## config.mk

```make
export PLATFORM = sky130hd
export DESIGN_NAME = eth_ipv4_l4_header_parser
export DESIGN_NICKNAME = d
export VERILOG_FILES = /design/src/rtl/eipl4_pkg.sv /design/src/rtl/eipl4_capture.sv /design/src/rtl/eipl4_judge.sv /design/src/rtl/eth_ipv4_l4_header_parser.sv
export SDC_FILE = /design/constraint.sdc
export NUM_CORES = 1
export LEC_CHECK = 0
export BUFFER_PORTS_ARGS = -buffer_cell sky130_fd_sc_hd__buf_2
export CORE_ASPECT_RATIO = 1.5
export CORE_MARGIN = 1.5
export CORE_UTILIZATION = 54
export CTS_CLUSTER_DIAMETER = 50
export CTS_CLUSTER_SIZE = 10
export DETAILED_ROUTE_END_ITERATION = 7
export HOLD_SLACK_MARGIN = 0.15
export PLACE_DENSITY = 0.82
export SYNTH_ARGS = -nofsm -noshare
export SYNTH_HDL_FRONTEND = slang
export SYNTH_SLANG_ARGS = --single-unit
```

## constraint.sdc

```tcl
create_clock -name i_clk -period 18.7 [get_ports i_clk]
set_clock_uncertainty 0.15 [all_clocks]
set_input_delay 1.87 -clock i_clk [delete_from_list [all_inputs] [get_ports i_clk]]
set_output_delay 1.87 -clock i_clk [all_outputs]
set_load 0.02 [all_outputs]
```

## src/rtl/eipl4_pkg.sv

```systemverilog
// Shared types and constants for the Ethernet / IPv4 / L4 header parser.
// No dependencies; imported by every module of the block.
`default_nettype none

package eipl4_pkg;

    // Protocol constants.
    localparam logic [15:0] ETHERTYPE_IPV4 = 16'h0800;
    localparam logic [7:0]  PROTO_TCP      = 8'd6;
    localparam logic [7:0]  PROTO_UDP      = 8'd17;
    localparam logic [3:0]  IP_VERSION_4   = 4'd4;
    localparam logic [3:0]  IHL_MASK       = 4'hf;

    // Header lengths in bytes.
    localparam logic [15:0] ETH_HDR_LEN = 16'd14;
    localparam logic [15:0] IP_MIN_HDR  = 16'd20;
    localparam logic [15:0] TCP_MIN_HDR = 16'd20;
    localparam logic [15:0] UDP_HDR_LEN = 16'd8;

    // Fixed byte positions within the frame.
    localparam logic [15:0] POS_SRC_MAC  = 16'd6;
    localparam logic [15:0] POS_ETYPE    = 16'd12;
    localparam logic [15:0] POS_VIHL     = 16'd14;
    localparam logic [15:0] POS_TLEN_HI  = 16'd16;
    localparam logic [15:0] POS_TLEN_LO  = 16'd17;
    localparam logic [15:0] POS_PROTO    = 16'd23;
    localparam logic [15:0] POS_SRC_IP   = 16'd26;
    localparam logic [15:0] POS_DST_IP   = 16'd30;
    localparam logic [15:0] POS_L4_MIN   = 16'd34;
    localparam logic [15:0] CNT_MAX      = 16'hffff;

    // Offsets within the transport header.
    localparam logic [15:0] L4_DST_PORT  = 16'd2;
    localparam logic [15:0] L4_UDP_LEN   = 16'd4;
    localparam logic [15:0] L4_UDP_END   = 16'd6;
    localparam logic [15:0] L4_TCP_OFF   = 16'd12;

    // Status codes.
    localparam logic [3:0] ST_OK          = 4'd0;
    localparam logic [3:0] ST_SHORT_ETH   = 4'd1;
    localparam logic [3:0] ST_SHORT_IP    = 4'd2;
    localparam logic [3:0] ST_BAD_VERSION = 4'd3;
    localparam logic [3:0] ST_BAD_IHL     = 4'd4;
    localparam logic [3:0] ST_TOTAL_SHORT = 4'd5;
    localparam logic [3:0] ST_SHORT_TCP   = 4'd6;
    localparam logic [3:0] ST_BAD_TCP_OFF = 4'd7;
    localparam logic [3:0] ST_TCP_PAST_IP = 4'd8;
    localparam logic [3:0] ST_SHORT_UDP   = 4'd9;
    localparam logic [3:0] ST_BAD_UDP_LEN = 4'd10;

    // Frame kinds.
    localparam logic [1:0] KIND_NON_IP = 2'd0;
    localparam logic [1:0] KIND_IP     = 2'd1;
    localparam logic [1:0] KIND_TCP    = 2'd2;
    localparam logic [1:0] KIND_UDP    = 2'd3;

    // Header fields of one complete frame, handed from capture to checking.
    typedef struct packed {
        logic [15:0] len;
        logic [47:0] dest_mac;
        logic [47:0] src_mac;
        logic [15:0] ether_kind;
        logic [7:0]  version_ihl;
        logic [15:0] total_len;
        logic [7:0]  protocol;
        logic [31:0] src_ip;
        logic [31:0] dst_ip;
        logic [15:0] src_port;
        logic [15:0] dst_port;
        logic [3:0]  tcp_offset;
        logic [15:0] udp_len;
    } t_hdr_snap;

endpackage

`default_nettype wire

```

## src/rtl/eipl4_capture.sv

```systemverilog
// Byte-position capture of the Ethernet, IPv4 and TCP/UDP header fields.
// Depends on eipl4_pkg; hands a snapshot of each complete frame to eipl4_judge.
`default_nettype none

module eipl4_capture
    import eipl4_pkg::*;
(
    input  wire logic        i_clk,
    input  wire logic        i_rst_n,
    input  wire logic        i_in_valid,
    output logic             o_in_ready,
    input  wire logic [7:0]  i_frame_byte,
    input  wire logic        i_end_of_frame,
    output logic             o_snap_vld,
    output t_hdr_snap        o_snap,
    input  wire logic        i_snap_take
);

    logic        r_svld;
    t_hdr_snap   r_snap;
    t_hdr_snap   r_st;
    t_hdr_snap   n_st;
    logic        w_acc;
    logic [15:0] w_pos;
    logic [6:0]  w_l4_start;
    logic [15:0] w_d;
    logic        w_in_l4;

    // A beat is taken unless a finished frame is waiting in the snapshot and is not being taken.
    assign o_in_ready = !r_svld || i_snap_take;
    assign w_acc      = i_in_valid && o_in_ready;
    assign w_pos      = r_st.len;

    // Start of the transport header: Ethernet header plus IHL words.
    assign w_l4_start = 7'(ETH_HDR_LEN) + {1'b0, r_st.version_ihl[3:0], 2'b00};
    assign w_in_l4    = (w_pos >= POS_L4_MIN) && (w_pos >= {9'd0, w_l4_start});
    assign w_d        = w_pos - {9'd0, w_l4_start};

    // Next header state after capturing the current byte.
    always_comb begin
        n_st = r_st;
        if (w_pos < POS_SRC_MAC) begin
            n_st.dest_mac = {r_st.dest_mac[39:0], i_frame_byte};
        end else if (w_pos < POS_ETYPE) begin
            n_st.src_mac = {r_st.src_mac[39:0], i_frame_byte};
        end else if (w_pos < POS_VIHL) begin
            n_st.ether_kind = {r_st.ether_kind[7:0], i_frame_byte};
        end else if (w_pos == POS_VIHL) begin
            n_st.version_ihl = i_frame_byte;
        end else if (w_pos == POS_TLEN_HI || w_pos == POS_TLEN_LO) begin
            n_st.total_len = {r_st.total_len[7:0], i_frame_byte};
        end else if (w_pos == POS_PROTO) begin
            n_st.protocol = i_frame_byte;
        end else if (w_pos >= POS_SRC_IP && w_pos < POS_DST_IP) begin
            n_st.src_ip = {r_st.src_ip[23:0], i_frame_byte};
        end else if (w_pos >= POS_DST_IP && w_pos < POS_L4_MIN) begin
            n_st.dst_ip = {r_st.dst_ip[23:0], i_frame_byte};
        end

        if (w_in_l4) begin
            if (w_d < L4_DST_PORT) begin
                n_st.src_port = {r_st.src_port[7:0], i_frame_byte};
            end else if (w_d < L4_UDP_LEN) begin
                n_st.dst_port = {r_st.dst_port[7:0], i_frame_byte};
            end else if (w_d < L4_UDP_END) begin
                n_st.udp_len = {r_st.udp_len[7:0], i_frame_byte};
            end else if (w_d == L4_TCP_OFF) begin
                n_st.tcp_offset = i_frame_byte[7:4];
            end
        end

        // The byte count saturates rather than wrapping.
        n_st.len = (w_pos < CNT_MAX) ? (w_pos + 16'd1) : CNT_MAX;
    end

    // Header state: cleared after every final beat.
    always_ff @(posedge i_clk) begin
        if (!i_rst_n) begin
            r_st <= '0;
        end else if (w_acc) begin
            if (i_end_of_frame) begin
                r_st <= '0;
            end else begin
                r_st <= n_st;
            end
        end
    end

    // Snapshot of the finished frame's headers.
    always_ff @(posedge i_clk) begin
        if (w_acc && i_end_of_frame) begin
            r_snap <= n_st;
        end
    end

    always_ff @(posedge i_clk) begin
        if (!i_rst_n) begin
            r_svld <= 1'b0;
        end else if (w_acc && i_end_of_frame) begin
            r_svld <= 1'b1;
        end else if (i_snap_take) begin
            r_svld <= 1'b0;
        end
    end

    assign o_snap_vld = r_svld;
    assign o_snap     = r_snap;

    // A final beat always restarts the byte count.
    a_cnt_restart: assert property (@(posedge i_clk) disable iff (!i_rst_n)
        (w_acc && i_end_of_frame) |=> (r_st.len == 16'd0))
        else $error("byte count not cleared after final beat");

    // A beat inside a frame always leaves a non-zero count.
    a_cnt_advance: assert property (@(posedge i_clk) disable iff (!i_rst_n)
        (w_acc && !i_end_of_frame) |=> (r_st.len != 16'd0))
        else $error("byte count did not advance");

    // A waiting snapshot is never dropped before it is taken.
    a_snap_held: assert property (@(posedge i_clk) disable iff (!i_rst_n)
        (r_svld && !i_snap_take) |=> (r_svld && $stable(r_snap)))
        else $error("snapshot lost while waiting");

endmodule

`default_nettype wire

```

## src/rtl/eipl4_judge.sv

```systemverilog
// Header checks on a captured frame and the registered result beat.
// Depends on eipl4_pkg; fed by eipl4_capture.
`default_nettype none

module eipl4_judge
    import eipl4_pkg::*;
(
    input  wire logic        i_clk,
    input  wire logic        i_rst_n,
    input  wire logic        i_snap_vld,
    input  wire t_hdr_snap   i_snap,
    output logic             o_snap_take,
    output logic             o_out_valid,
    input  wire logic        i_out_ready,
    output logic [3:0]       o_parse_status,
    output logic [1:0]       o_frame_kind,
    output logic [47:0]      o_dest_mac,
    output logic [47:0]      o_src_mac,
    output logic [15:0]      o_ether_kind,
    output logic [31:0]      o_src_ip,
    output logic [31:0]      o_dst_ip,
    output logic [7:0]       o_ip_protocol,
    output logic [15:0]      o_src_port,
    output logic [15:0]      o_dst_port,
    output logic [7:0]       o_payload_start,
    output logic [15:0]      o_payload_bytes
);

    logic        r_vld;
    logic [3:0]  r_status, n_status;
    logic [1:0]  r_kind, n_kind;
    logic [47:0] r_dmac, n_dmac;
    logic [47:0] r_smac, n_smac;
    logic [15:0] r_etype, n_etype;
    logic [31:0] r_sip, n_sip;
    logic [31:0] r_dip, n_dip;
    logic [7:0]  r_proto, n_proto;
    logic [15:0] r_sport, n_sport;
    logic [15:0] r_dport, n_dport;
    logic [7:0]  r_pstart, n_pstart;
    logic [15:0] r_pbytes, n_pbytes;

    logic [15:0] w_hl;
    logic [15:0] w_t;
    logic [15:0] w_avail;
    logic [15:0] w_endo;
    logic [15:0] w_tcp_hl;
    logic [15:0] w_tcp_end;
    logic [16:0] w_udp_end;

    // The result register frees when empty or when its beat is taken.
    assign o_snap_take = i_snap_vld && (!r_vld || i_out_ready);

    // Lengths derived from the captured header fields.
    assign w_hl      = {10'd0, i_snap.version_ihl[3:0] & IHL_MASK, 2'b00};
    assign w_t       = ETH_HDR_LEN + w_hl;
    assign w_avail   = i_snap.len - ETH_HDR_LEN;
    assign w_endo    = ETH_HDR_LEN +
                       ((i_snap.total_len <= w_avail) ? i_snap.total_len : w_avail);
    assign w_tcp_hl  = {10'd0, i_snap.tcp_offset, 2'b00};
    assign w_tcp_end = w_t + w_tcp_hl;
    assign w_udp_end = {1'b0, w_t} + {1'b0, i_snap.udp_len};

    // Checks in priority order; the first failure sets the status.
    always_comb begin
        n_status = ST_OK;
        n_kind   = KIND_NON_IP;
        n_dmac   = '0;
        n_smac   = '0;
        n_etype  = '0;
        n_sip    = '0;
        n_dip    = '0;
        n_proto  = '0;
        n_sport  = '0;
        n_dport  = '0;
        n_pstart = '0;
        n_pbytes = '0;
        if (i_snap.len < ETH_HDR_LEN) begin
            n_status = ST_SHORT_ETH;
        end else begin
            n_dmac  = i_snap.dest_mac;
            n_smac  = i_snap.src_mac;
            n_etype = i_snap.ether_kind;
            if (i_snap.ether_kind == ETHERTYPE_IPV4) begin
                n_kind = KIND_IP;
                if (i_snap.len < ETH_HDR_LEN + IP_MIN_HDR) begin
                    n_status = ST_SHORT_IP;
                end else if (i_snap.version_ihl[7:4] != IP_VERSION_4) begin
                    n_status = ST_BAD_VERSION;
                end else if (w_hl < IP_MIN_HDR || i_snap.len < w_t) begin
                    n_status = ST_BAD_IHL;
                end else if (i_snap.total_len < w_hl) begin
                    n_status = ST_TOTAL_SHORT;
                end else begin
                    n_sip   = i_snap.src_ip;
                    n_dip   = i_snap.dst_ip;
                    n_proto = i_snap.protocol;
                    if (i_snap.protocol == PROTO_TCP) begin
                        n_kind = KIND_TCP;
                        if (i_snap.len < w_t + TCP_MIN_HDR) begin
                            n_status = ST_SHORT_TCP;
                        end else if (w_tcp_hl < TCP_MIN_HDR || i_snap.len < w_tcp_end) begin
                            n_status = ST_BAD_TCP_OFF;
                        end else if (w_tcp_end > w_endo) begin
                            n_status = ST_TCP_PAST_IP;
                        end else begin
                            n_sport  = i_snap.src_port;
                            n_dport  = i_snap.dst_port;
                            n_pstart = w_tcp_end[7:0];
                            n_pbytes = w_endo - w_tcp_end;
                        end
                    end else if (i_snap.protocol == PROTO_UDP) begin
                        n_kind = KIND_UDP;
                        if (i_snap.len < w_t + UDP_HDR_LEN) begin
                            n_status = ST_SHORT_UDP;
                        end else if (i_snap.udp_len < UDP_HDR_LEN ||
                                     w_udp_end > {1'b0, w_endo}) begin
                            n_status = ST_BAD_UDP_LEN;
                        end else begin
                            n_sport  = i_snap.src_port;
                            n_dport  = i_snap.dst_port;
                            n_pstart = 8'(w_t + UDP_HDR_LEN);
                            n_pbytes = i_snap.udp_len - UDP_HDR_LEN;
                        end
                    end
                end
            end
        end
    end

    // Result valid flag.
    always_ff @(posedge i_clk) begin
        if (!i_rst_n) begin
            r_vld <= 1'b0;
        end else if (o_snap_take) begin
            r_vld <= 1'b1;
        end else if (i_out_ready) begin
            r_vld <= 1'b0;
        end
    end

    // Result payload.
    always_ff @(posedge i_clk) begin
        if (o_snap_take) begin
            r_status <= n_status;
            r_kind   <= n_kind;
            r_dmac   <= n_dmac;
            r_smac   <= n_smac;
            r_etype  <= n_etype;
            r_sip    <= n_sip;
            r_dip    <= n_dip;
            r_proto  <= n_proto;
            r_sport  <= n_sport;
            r_dport  <= n_dport;
            r_pstart <= n_pstart;
            r_pbytes <= n_pbytes;
        end
    end

    assign o_out_valid     = r_vld;
    assign o_parse_status  = r_status;
    assign o_frame_kind    = r_kind;
    assign o_dest_mac      = r_dmac;
    assign o_src_mac       = r_smac;
    assign o_ether_kind    = r_etype;
    assign o_src_ip        = r_sip;
    assign o_dst_ip        = r_dip;
    assign o_ip_protocol   = r_proto;
    assign o_src_port      = r_sport;
    assign o_dst_port      = r_dport;
    assign o_payload_start = r_pstart;
    assign o_payload_bytes = r_pbytes;

    // A short Ethernet frame carries nothing but its status.
    a_short_eth: assert property (@(posedge i_clk) disable iff (!i_rst_n)
        (r_vld && r_status == ST_SHORT_ETH) |->
        (r_kind == KIND_NON_IP && r_dmac == 48'd0 && r_etype == 16'd0))
        else $error("short frame reports header fields");

    // Transport fields only appear for a clean TCP or UDP frame.
    a_l4_clean: assert property (@(posedge i_clk) disable iff (!i_rst_n)
        (r_vld && r_pstart != 8'd0) |->
        (r_status == ST_OK && (r_kind == KIND_TCP || r_kind == KIND_UDP)))
        else $error("payload offset given for a failed or non-L4 frame");

    // Non-IPv4 frames report no IPv4 fields.
    a_non_ip: assert property (@(posedge i_clk) disable iff (!i_rst_n)
        (r_vld && r_kind == KIND_NON_IP) |-> (r_sip == 32'd0 && r_proto == 8'd0))
        else $error("IPv4 fields reported for a non-IPv4 frame");

endmodule

`default_nettype wire

```

## src/rtl/eth_ipv4_l4_header_parser.sv

```systemverilog
// Top level of the Ethernet / IPv4 / TCP-UDP header parser.
// Depends on eipl4_pkg, eipl4_capture and eipl4_judge.
//
// The parser takes one frame byte per beat, at most one beat per clock, from
// the destination MAC onwards, and gives one result beat for each byte that
// carries the end mark. Every byte is captured by its position in the frame;
// on the final byte the captured headers move into a snapshot register, and
// the checks run combinationally on that snapshot as it is loaded into the
// result register, which happens once that register is empty or its beat is
// taken. A full byte per clock is sustained, including a new frame straight
// after an end mark; the input stalls only while both the snapshot and the
// result register are held by a downstream that is not ready.
`default_nettype none

module eth_ipv4_l4_header_parser
    import eipl4_pkg::*;
(
    input  wire logic        i_clk,
    input  wire logic        i_rst_n,
    input  wire logic        i_in_valid,
    output logic             o_in_ready,
    input  wire logic [7:0]  i_frame_byte,
    input  wire logic        i_end_of_frame,
    output logic             o_out_valid,
    input  wire logic        i_out_ready,
    output logic [3:0]       o_parse_status,
    output logic [1:0]       o_frame_kind,
    output logic [47:0]      o_dest_mac,
    output logic [47:0]      o_src_mac,
    output logic [15:0]      o_ether_kind,
    output logic [31:0]      o_src_ip,
    output logic [31:0]      o_dst_ip,
    output logic [7:0]       o_ip_protocol,
    output logic [15:0]      o_src_port,
    output logic [15:0]      o_dst_port,
    output logic [7:0]       o_payload_start,
    output logic [15:0]      o_payload_bytes
);

    logic      w_snap_vld;
    logic      w_snap_take;
    t_hdr_snap w_snap;

    // Field capture and frame snapshot.
    eipl4_capture u_capture (
        .i_clk          (i_clk),
        .i_rst_n        (i_rst_n),
        .i_in_valid     (i_in_valid),
        .o_in_ready     (o_in_ready),
        .i_frame_byte   (i_frame_byte),
        .i_end_of_frame (i_end_of_frame),
        .o_snap_vld     (w_snap_vld),
        .o_snap         (w_snap),
        .i_snap_take    (w_snap_take)
    );

    // Header checks and result register.
    eipl4_judge u_judge (
        .i_clk           (i_clk),
        .i_rst_n         (i_rst_n),
        .i_snap_vld      (w_snap_vld),
        .i_snap          (w_snap),
        .o_snap_take     (w_snap_take),
        .o_out_valid     (o_out_valid),
        .i_out_ready     (i_out_ready),
        .o_parse_status  (o_parse_status),
        .o_frame_kind    (o_frame_kind),
        .o_dest_mac      (o_dest_mac),
        .o_src_mac       (o_src_mac),
        .o_ether_kind    (o_ether_kind),
        .o_src_ip        (o_src_ip),
        .o_dst_ip        (o_dst_ip),
        .o_ip_protocol   (o_ip_protocol),
        .o_src_port      (o_src_port),
        .o_dst_port      (o_dst_port),
        .o_payload_start (o_payload_start),
        .o_payload_bytes (o_payload_bytes)
    );

endmodule

`default_nettype wire

```

Word-level counts from Yosys, hierarchy flattened:

Cells that the tools add are included.

* input bits: 13
* memories: 0
* register bits after elaboration: 800
* memory bits (read-only): 0
* word-level logic and storage cells: 187
* bits in latches: 0
* output and inout bits: 248
* RAM bits: 0

* divide/modulo/power cells: 0
* equal/unequal tests: 9
* bitwise gates (word level): 1
* multipliers: 0
* add/sub/neg operators: 12
* $lt $le $gt $ge: 26
* reductions and logical operators: 19
* shift operators: 0
* muxes and demuxes: 76

Operator list (number)
* two-way mux 16 bit: 28
* two-way mux 276 bit: 1
* two-way mux 160 bit: 1
* two-way mux 112 bit: 1
* two-way mux 32 bit: 3
* two-way mux 48 bit: 2
* two-way mux 96 bit: 1
* two-way mux 88 bit: 1
* two-way mux 72 bit: 1
* two-way mux 8 bit: 9
* < comparator 16 bit: 4
* < comparator 16 x 4 -> 1 bit, second input constant: 4
* two-way mux 64 bit: 1
* two-way mux 52 bit: 1
* == test 16 x 5 -> 1 bit, second input constant: 3
* < comparator 16 x 3 -> 1 bit, second input constant: 3
* two-way mux 36 bit: 1
* two-way mux 4 bit: 9
* == test 16 x 4 -> 1 bit, second input constant: 2
* >= comparator 16 x 5 -> 1 bit, second input constant: 2
* < comparator 16 x 6 -> 1 bit, second input constant: 2
* subtractor 16 x 4 -> 16 bit, second input constant: 2
* two-way mux 20 bit: 1
* adder 16 x 16 -> 17 bit: 1
* 33 further kinds: 59

Depth between registers and ports, before layout:

Gate-level depths: netlist of run 1.

* depth in word-level cells: 15
* depth in mapped cells: 32
* gate-level depth less buffers: 30

Modules after synthesis:

Synthesis of run 1 repeated with hierarchy kept, for this count alone.

* cells, all modules: 3002
* area, all modules: 36621.4 µm²

By module, submodules not included
* eipl4_capture: times used 1, seq. area each 13833.3 µm², cells an instance 1874, area an instance 23289.8 µm²
* eipl4_judge: times used 1, seq. area each 7377.1 µm², cells an instance 1128, area an instance 13331.5 µm²

Worst setup path before layout of run 1:

No wires, ideal clock.

* path type: in2reg
* start point: input port i_out_ready
* end point: register u_judge.r_dmac[0] (netlist: u_judge.o_dest_mac[0]) (enable)
* required time: 17.665 ns
* stages on the path: 2
* buffers on the path: 0
* library setup time: 0.885 ns
* arrival time: 12.738 ns
* path slack: 4.927 ns
* cell sequence: nor2b_1 nor2b_1

* word-level cells in the longest chain between the ends: 2

RTL lines
* from (decl): line eth_ipv4_l4_header_parser.sv:25 `input wire logic i_out_ready,`
* logical OR 1 bit: line eipl4_judge.sv:52 `assign o_snap_take = i_snap_vld && (!r_vld || i_out_ready);`
* logical AND 1 bit: line eipl4_judge.sv:52
* named net u_capture.i_snap_take: line eipl4_capture.sv:16 `input wire logic i_snap_take`
* to (signal assigned): line eipl4_judge.sv:147 `r_dmac <= n_dmac;`
* to (decl): line eipl4_judge.sv:32 `logic [47:0] r_dmac, n_dmac;`

The timed path passes the listed nets, and every way through them passes these cells.
A chain may end at the register's enable or synchronous reset.

Worst setup path after layout of run 1:

* start point: register u_capture.r_snap (netlist bit u_capture.o_snap[261])
* end point: register u_judge.r_dport[0] (netlist: u_judge.o_dst_port[0]) (data pin)

* word-level cells in the longest chain between the ends: 10
* elaborated cells between the ends (all ways): 23
* classes of those cells: 2 x add/sub; 9 x order compare; 8 x mux; 4 x reduce/logical

RTL lines
* from (decl): line eipl4_capture.sv:20 `t_hdr_snap r_snap;`
* from (signal assigned): line eipl4_capture.sv:92 `r_snap <= n_st;`
* subtractor 16 x 4 -> 16 bit: line eipl4_judge.sv:57 `assign w_avail = i_snap.len - ETH_HDR_LEN;`
* less-or-equal comparator 16 bit: line eipl4_judge.sv:59 `((i_snap.total_len <= w_avail) ? i_snap.total_len : w_avail);`
* two-way mux 16 bit: line eipl4_judge.sv:59
* adder 4 x 16 -> 16 bit: line eipl4_judge.sv:58 `assign w_endo = ETH_HDR_LEN +`
* greater-than comparator 17 x 16 -> 1 bit: line eipl4_judge.sv:117 `w_udp_end > {1'b0, w_endo}) begin`
* logical OR 1 bit: line eipl4_judge.sv:116 `end else if (i_snap.udp_len < UDP_HDR_LEN ||`
* two-way mux 16 bit: line eipl4_judge.sv:116
* two-way mux 16 bit: line eipl4_judge.sv:114 `if (i_snap.len < w_t + UDP_HDR_LEN) begin`
* two-way mux 16 bit: line eipl4_judge.sv:112 `end else if (i_snap.protocol == PROTO_UDP) begin`
* two-way mux 16 bit: line eipl4_judge.sv:98 `if (i_snap.protocol == PROTO_TCP) begin`
* to (signal assigned): line eipl4_judge.sv:154 `r_dport <= n_dport;`
* to (decl): line eipl4_judge.sv:39 `logic [15:0] r_dport, n_dport;`

Parallel ways exist; a longest one is shown, timed or not.

==> results.py, run 1 <==
metrics = {
    "outcome": {
        "status": "complete, no violations",
    },
    "logic_synthesis": {
        "synth_area_leaders": "edfxtp_1 44%, dfxtp_1 16%, mux2_2 7.8%",
        "syn_area_sq_um": 35300,
        "synth_edf_count": 521,
        "synth-main-ff-cell": "edfxtp_1",
        "synth_cell_types": 87,
        "syn_area_per_cell_sq_um": 12.7,
        "syn-num-nets": 2887,
        "synth_seq_cells": 799,
        "ys_async_sr_fraction_pct": 0,
        "synth-seq-area-share_pct": 60.1,
        "synth_top_area_cell": "edfxtp_1",
        "yosysTopAreaCellShare_pct": 44.3,
        "syn_inst": 2784,
        "yosysWarnings": 0,
    },
    "drt": {
        "drt_wl_total_mm": 86.5,
        "drc": 0,
        "dr.first_iter.drc_count": 1807,
        "avgRoutedWirePerCell_um": 22.0,
        "num_vias": 22999,
        "ant_nets": 0,
        "drt-pass1-iter-count": 5,
        "viasPerCell": 5.85,
    },
    "placement": {
        "dpl_cell_area_sq_um": 37200,
        "port_buffers": 259,
        "hpwl_mm": 57.0,
        "dp.cells": 3761,
        "place.gp.congestion": 0.949,
    },
    "clocking": {
        "cts-root-buf": "clkbuf_16",
        "cts_buffers": 91,
        "clkTransAtPathRegs_ps": 60,
        "htree_levels": 3,
        "clk-insertion-delay-late_ps": 670,
        "cts_resized": 0,
        "cts_tree": "done",
        "cts_buffer_depth": 3,
        "cts_hold_buf": 0,
        "cts.sinks": 799,
        "cts_setup_buffers": 0,
    },
    "critical_path": {
        "start_kind": "flop",
        "cp_max_fo": 33,
        "cp_slowest_stage_delay_ps": 730,
        "path_class": "flop to flop",
        "cp-end-kind": "flop",
        "worst_ep_required_time_ps": 19080,
        "arrival_ps": 9130,
        "cpMaxStageDelayCell": "a21oi_4",
    },
    "job": {
        "maxCapViolCount": 0,
    },
    "pwr": {
        "netSwitchingFraction_pct": 23.3,
        "p_sw_mw": 0.891,
        "pwr-share-comb_pct": 6.3,
        "finalPower_mw": 3.83,
        "clockPowerShare_pct": 43.2,
        "p_per_area_nw_per_um2": 95.7,
        "power.internal_mw": 2.94,
        "peakVddDrop_v": 0.0000902,
        "p_leak_nw": 14.9,
        "seqPwrFrac_pct": 50.5,
    },
    "sta": {
        "finalCriticalPeriod_ps": 8750,
        "fmax_ghz": 0.114,
        "rsz0062_at_grt": "no",
        "hold_viol_final": 0,
        "setup_viol": 0,
        "maxSlewHeadroom_pct": 22.2,
        "finalSetupTns_ps": 0,
        "maxSlewViolCount": 0,
        "post-route-period-util_pct": 46.8,
        "worstMarginPinSlew_ps": 1170,
    },
    "floorplanning": {
        "ios": 261,
        "coreArea_sq_um": 64600,
        "std_cell_rows": 114,
        "die_x_um": 212,
        "die_h_um": 316,
        "die_area_sq_um": 67000,
        "initial_core_util_pct": 54.7,
    },
    "finish": {
        "instances_no_fill": 3931,
        "fin_util_pct": 61.9,
        "num_antenna_cells": 0,
        "drive_gt1_share_pct": 23.1,
        "fin_nets": 3087,
        "final_area_sq_um": 40000,
        "syn2layout_area_growth_pct": 13.2,
    },
    "global_routing": {
        "grt_pass1_wl_mm": 132,
        "grt_overflow": 0,
        "grt_max_degree": 105,
        "grtUsageTotal_pct": 25.6,
        "grt_pass1_vias": 23210,
        "antenna_found_initial": 1,
    },
    "min_path": {
        "min_path_type": "flop to flop",
    },
}
-- cell usage in the layout (no fill, tap or decap), types with 87 or more instances in the layout --
cell	synthesis	final
clkbuf_16	0	91
a22oi_1	223	223
and2_1	133	132
mux2_2	245	245
nand2_1	161	159
buf_2	16	258
dfxtp_1	278	278
edfxtp_1	521	521
nor2b_1	235	234
ha_1	87	87
-- state kept, by name, indices dropped and copies added, names as in the netlist, 7 cells and up --
register                 count
u_judge.o_ether_kind        16
u_judge.o_src_port          16
u_capture.o_snap           276
u_judge.o_dest_mac          48
u_judge.o_ip_protocol        8
u_capture.r_st             260
u_judge.o_src_mac           48
u_judge.o_dst_ip            32
u_judge.o_src_ip            32
u_judge.o_dst_port          16
u_judge.o_payload_start      7
u_judge.o_payload_bytes     16
u_capture.w_pos             16
-- power by group through the flow --
stage	sequential (mW)	clock [mW]	combinational, mW
2_1_floorplan	1.99	0	0.147
3_3_place_gp	1.97	0	0.240
3_5_place_dp	1.97	0	0.241
4_1_cts	1.93	1.67	0.243
5_1_grt	1.93	1.75	0.263
6_report	1.93	1.65	0.243
-- logic make-up after synthesis --
group                      synth area share [%]
DFF                                        60.1
buffers and inverters                      2.68
xor gates and xnor gates                   2.27
muxes                                      8.13
and+or+nand+nor                            13.8
other                                    0.0106
adders and majority gates                  3.25
AOI/OAI and AO/OA                          9.81
-- worst max-delay path: cells and delay by family (launching register included) --
family	cells	cell delay [ps]
compound gates	7	2990
xor+xnor	1	150
fa+ha+maj	4	1360
buf+inv	1	140
flops	1	580
mux	1	480
simple gates	13	2720
-- area by class of cell --
cell class / instances / area, sq um
fillers: 4919 / 24600
flip-flops and latches: 799 / 21200
repair buffers: 285 / 1500
clock inverters: 10 / 206
multi-input cells: 1754 / 13200
well taps: 870 / 1090
clock buffers: 160 / 2570
inverters: 53 / 206
-- cell usage after synthesis, drive strengths merged (28+ instances only) --
| library cell | count |
|---|---|
| inv | 53 |
| dfxtp | 278 |
| nor2 | 61 |
| ha | 87 |
| a22o | 33 |
| a22oi | 223 |
| nand2 | 161 |
| o21ai | 38 |
| buf | 43 |
| nand3 | 28 |
| a21oi | 45 |
| and3 | 83 |
| edfxtp | 521 |
| nor2b | 235 |
| xnor2 | 45 |
| xor2 | 44 |
| and2 | 162 |
| o22ai | 37 |
| clkbuf | 135 |
| mux2 | 245 |
-- through the flow --
step	hold slack (ps)	setup slack (ps)
floorplan	294	4930
global placement	304	10120
detailed placement	311	9990
CTS	323	9960
global route	343	9320
finish	322	9950
-- path summary, 6_finish.rpt --
kind                               from                    end  slack, ps  depth (start not counted)
setup / recovery  u_capture.o_snap[261]  u_judge.o_dst_port[0]       9950                         27
hold / removal       u_capture.r_st[51]     u_capture.r_st[51]        320                          1
setup reg to reg  u_capture.o_snap[261]  u_judge.o_dst_port[0]       9950                         27
hold reg to reg      u_capture.r_st[51]     u_capture.r_st[51]        320                          1
-- metal layers --
| metal | GRT usage [%] | share of wire [%] |
|---|---|---|
| met2 | 45.6 | 52 |
| met4 | 14.6 | 5.1 |
| met1 | 29.0 | 38 |
| met5 | 0 | 0 |
| met3 | 4.29 | 5.0 |
Power figures use the tool's default switching activity.
==> run 2, diff against run 1 <==
- ABC_AREA: not set -> 1
- PLACE_DENSITY: 0.82 -> 0.85
- clock period: 18.7 -> 7.4 ns (I/O delays scaled with it)
==> run 2 against run 1 <==
Via count increased by 12%. Non-clock buffer count decreased by 5. First-iteration DRC count increased by 17%. Highest routed layer unchanged. Maximum frequency increased by 38%. Sequential cell count unchanged. Sequential power increased to 2.5 times the previous value. Combinational power increased by 140%. Largest cell class unchanged. Power increased to 2.5 times the previous value. Critical path depth increased by 11. Clock-buffer cell count increased by 1. Clock power increased to 2.6 times the previous value.
==> results.py, run 2 <==
metrics = {
    "outcome": {
        "status": "complete, no violations",
    },
    "global_routing": {
        "antenna_found_initial": 4,
        "gr-usage-met1_pct": 29.7,
        "grt_overflow": 0,
        "top_usage_layer": "met2",
        "grt_util_met2_pct": 45.5,
        "grtUsageTotal_pct": 25.6,
        "grt_max_degree": 154,
        "grt_pass1_wl_mm": 134,
        "met3_usage_pct": 4.10,
        "grt_pass1_vias": 24914,
    },
    "min_path": {
        "worst_hold_path.num_cells": 3,
        "min_path_type": "input pin to flop",
        "hold_start": "i_rst_n",
        "hold_end": "u_capture.o_snap_vld",
    },
    "logic_synthesis": {
        "yosysTopAreaCellShare_pct": 44.2,
        "yosysMostFrequentCell": "nand2_1",
        "synth_cell_types": 63,
        "synth_compound_gate_area_share_pct": 7.85,
        "synth-simple-area-share_pct": 17.8,
        "syn_area_per_cell_sq_um": 9.49,
        "yosys-top-cells-count": "850 x nand2_1, 521 x edfxtp_1, 475 x nor2_1, 448 x inv_1, 372 x a21oi_1",
        "synth_seq_cells": 799,
        "synth_xor_area_share_pct": 1.73,
        "synth_top_area_cell": "edfxtp_1",
        "ys_async_sr_fraction_pct": 0,
        "syn-num-nets": 3830,
        "synthAdderAreaFrac_pct": 3.28,
        "synth-seq-area-share_pct": 60.0,
        "synth.mux.area_fraction_pct": 2.55,
        "synth-main-ff-cell": "edfxtp_1",
        "syn_inst": 3726,
        "synth_top_family_by_area": "simple AND/OR/NAND/NOR gates",
        "synth_area_leaders": "edfxtp_1 44%, dfxtp_1 16%, nand2_1 9.0%",
        "synth_edf_count": 521,
        "yosysWarnings": 0,
        "syn_area_sq_um": 35400,
    },
    "critical_path": {
        "worst_ep_required_time_ps": 7760,
        "r2r_cells": 38,
        "worst_path_most_repeated_cell": "nand2_1",
        "cp-end-kind": "flop",
        "cp_slowest_stage_delay_ps": 350,
        "rrSetupSlack_ps": 1040,
        "crit-reg2reg-launch": "u_capture.o_snap[261]",
        "start_kind": "flop",
        "cp_max_fo": 33,
        "cpMaxStageDelayCell": "edfxtp_1",
        "path_class": "flop to flop",
        "arrival_ps": 6710,
        "worst_r2r_endpoint": "u_judge.o_src_port[15]",
    },
    "drt": {
        "num_vias": 25845,
        "drt-pass1-iter-count": 5,
        "dr.first_iter.drc_count": 2111,
        "avgRoutedWirePerCell_um": 17.6,
        "drt_wl_total_mm": 85.9,
        "viasPerCell": 5.30,
        "ant_nets": 0,
        "drc": 0,
    },
    "sta": {
        "finalSetupTns_ps": 0,
        "post-route-period-util_pct": 85.9,
        "rsz0062_at_grt": "no",
        "worst_slack_ps": 1040,
        "maxSlewHeadroom_pct": 21.6,
        "maxSlewViolCount": 0,
        "setup_viol": 0,
        "hold_viol_final": 0,
        "finalCriticalPeriod_ps": 6360,
        "fmax_ghz": 0.157,
        "hold_slack_ps": 226,
        "worstMarginPinSlew_ps": 1170,
    },
    "floorplanning": {
        "die_h_um": 316,
        "die_area_sq_um": 67100,
        "ios": 261,
        "coreArea_sq_um": 64600,
        "die_x_um": 212,
        "initial_core_util_pct": 54.7,
        "std_cell_rows": 114,
    },
    "finish": {
        "final_area_sq_um": 40100,
        "n_fill_cell": 5093,
        "final_common_cell": "nand2_1",
        "largest_register_ffs": 276,
        "layout_common_cells": "848 x nand2_1, 521 x edfxtp_1, 472 x nor2_1",
        "fin_util_pct": 62.1,
        "fin_nets": 4035,
        "syn2layout_area_growth_pct": 13.5,
        "drive_gt1_share_pct": 13.1,
        "instances_no_fill": 4880,
    },
    "clocking": {
        "cts_tree": "done",
        "clkTransAtPathRegs_ps": 50,
        "cts_resized": 0,
        "cts-root-buf": "clkbuf_16",
        "cts_setup_buffers": 0,
        "cts_buffer_depth": 3,
        "clk-insertion-delay-late_ps": 670,
        "cts_buffers": 92,
        "cts.sinks": 799,
        "cts_hold_buf": 0,
        "htree_levels": 3,
    },
    "placement": {
        "place.gp.congestion": 0.921,
        "dp_slack_ps": 1070,
        "hpwl_mm": 55.1,
        "port_buffers": 259,
        "dpl_cell_area_sq_um": 37400,
        "dp.cells": 4707,
    },
    "pwr": {
        "p_per_area_nw_per_um2": 241,
        "peakVddDrop_v": 0.000210,
        "finalPower_mw": 9.67,
        "p_leak_nw": 16.5,
    },
    "job": {
        "maxCapViolCount": 0,
    },
}
[run 2: cell types whose count changed in the layout (fill, tap and decap cells not counted), sizes merged, moves of 35 or more]
cell   delta
and3     -83
mux2    -205
mux2i    +35
a22oi   -223
nand3    +42
o21ai    +89
nand2   +712
o22ai    -37
nor2b   -235
a21oi   +328
nor2    +452
inv     +403
and2    -160
[run 2: worst max-delay path, delay by kind of cell, from the launching register on]
kind	cells	cell delay, ps
AO/OA/AOI/OAI	5	640
XOR/XNOR	1	120
AND/OR/NAND/NOR	26	3630
flip-flops	1	350
adder cells (fa/ha/maj)	4	1080
buffers and inverters	2	220
[run 2: final cells by class]
class | instances | area (sq um) | area share [%]
flip-flops and latches | 799 | 21200 | 52.8
multi-input cells | 2303 | 11800 | 29.4
clock buffers | 161 | 2590 | 6.46
inverters | 455 | 1720 | 4.28
repair buffers | 280 | 1540 | 3.84
well taps | 870 | 1090 | 2.71
clock inverters | 11 | 200 | 0.499
diodes | 1 | 2.50 | 0.00623
[run 2: cells by family (layout without fill, tap and decap cells)]
kind of cell             Yosys count  count (layout)
AND/OR/NAND/NOR                 1529            1529
flip-flops                       799             799
AO/OA/AOI/OAI                    529             529
XOR/XNOR                          68              68
multiplexers                      85              85
adder cells (fa/ha/maj)           91              91
other                              1               2
buffers and inverters            624             907
[run 2: power breakdown]
part | switching (mW) | total (mW) | internal [mW] | leakage [nW]
Combinational | 0.426 | 0.577 | 0.151 | 8.09
Sequential | 0.0442 | 4.88 | 4.83 | 7.11
Clock | 1.79 | 4.21 | 2.43 | 1.32
Total | 2.26 | 9.67 | 7.41 | 16.5
[run 2: metal layers]
metal	routed length [um]	part of all wire [%]
met5	0	0
met4	4200	4.9
met3	4850	5.6
met2	44300	52
met1	32600	38
[run 2: how the worst max path moves through the flow]
stage	depth (start not counted)	slack, ps	startpoint	end
final	38	1040	u_capture.o_snap[261]	u_judge.o_src_port[15]
after global routing	38	230	u_capture.o_snap[261]	u_judge.o_src_port[15]
after CTS	38	1040	u_capture.o_snap[261]	u_judge.o_src_port[15]
after detailed placement	38	1070	u_capture.o_snap[261]	u_judge.o_src_port[15]
after global placement	37	1190	u_capture.o_snap[261]	u_judge.o_src_port[15]
after floorplan	5	1230	i_out_ready	u_capture.o_snap[0]
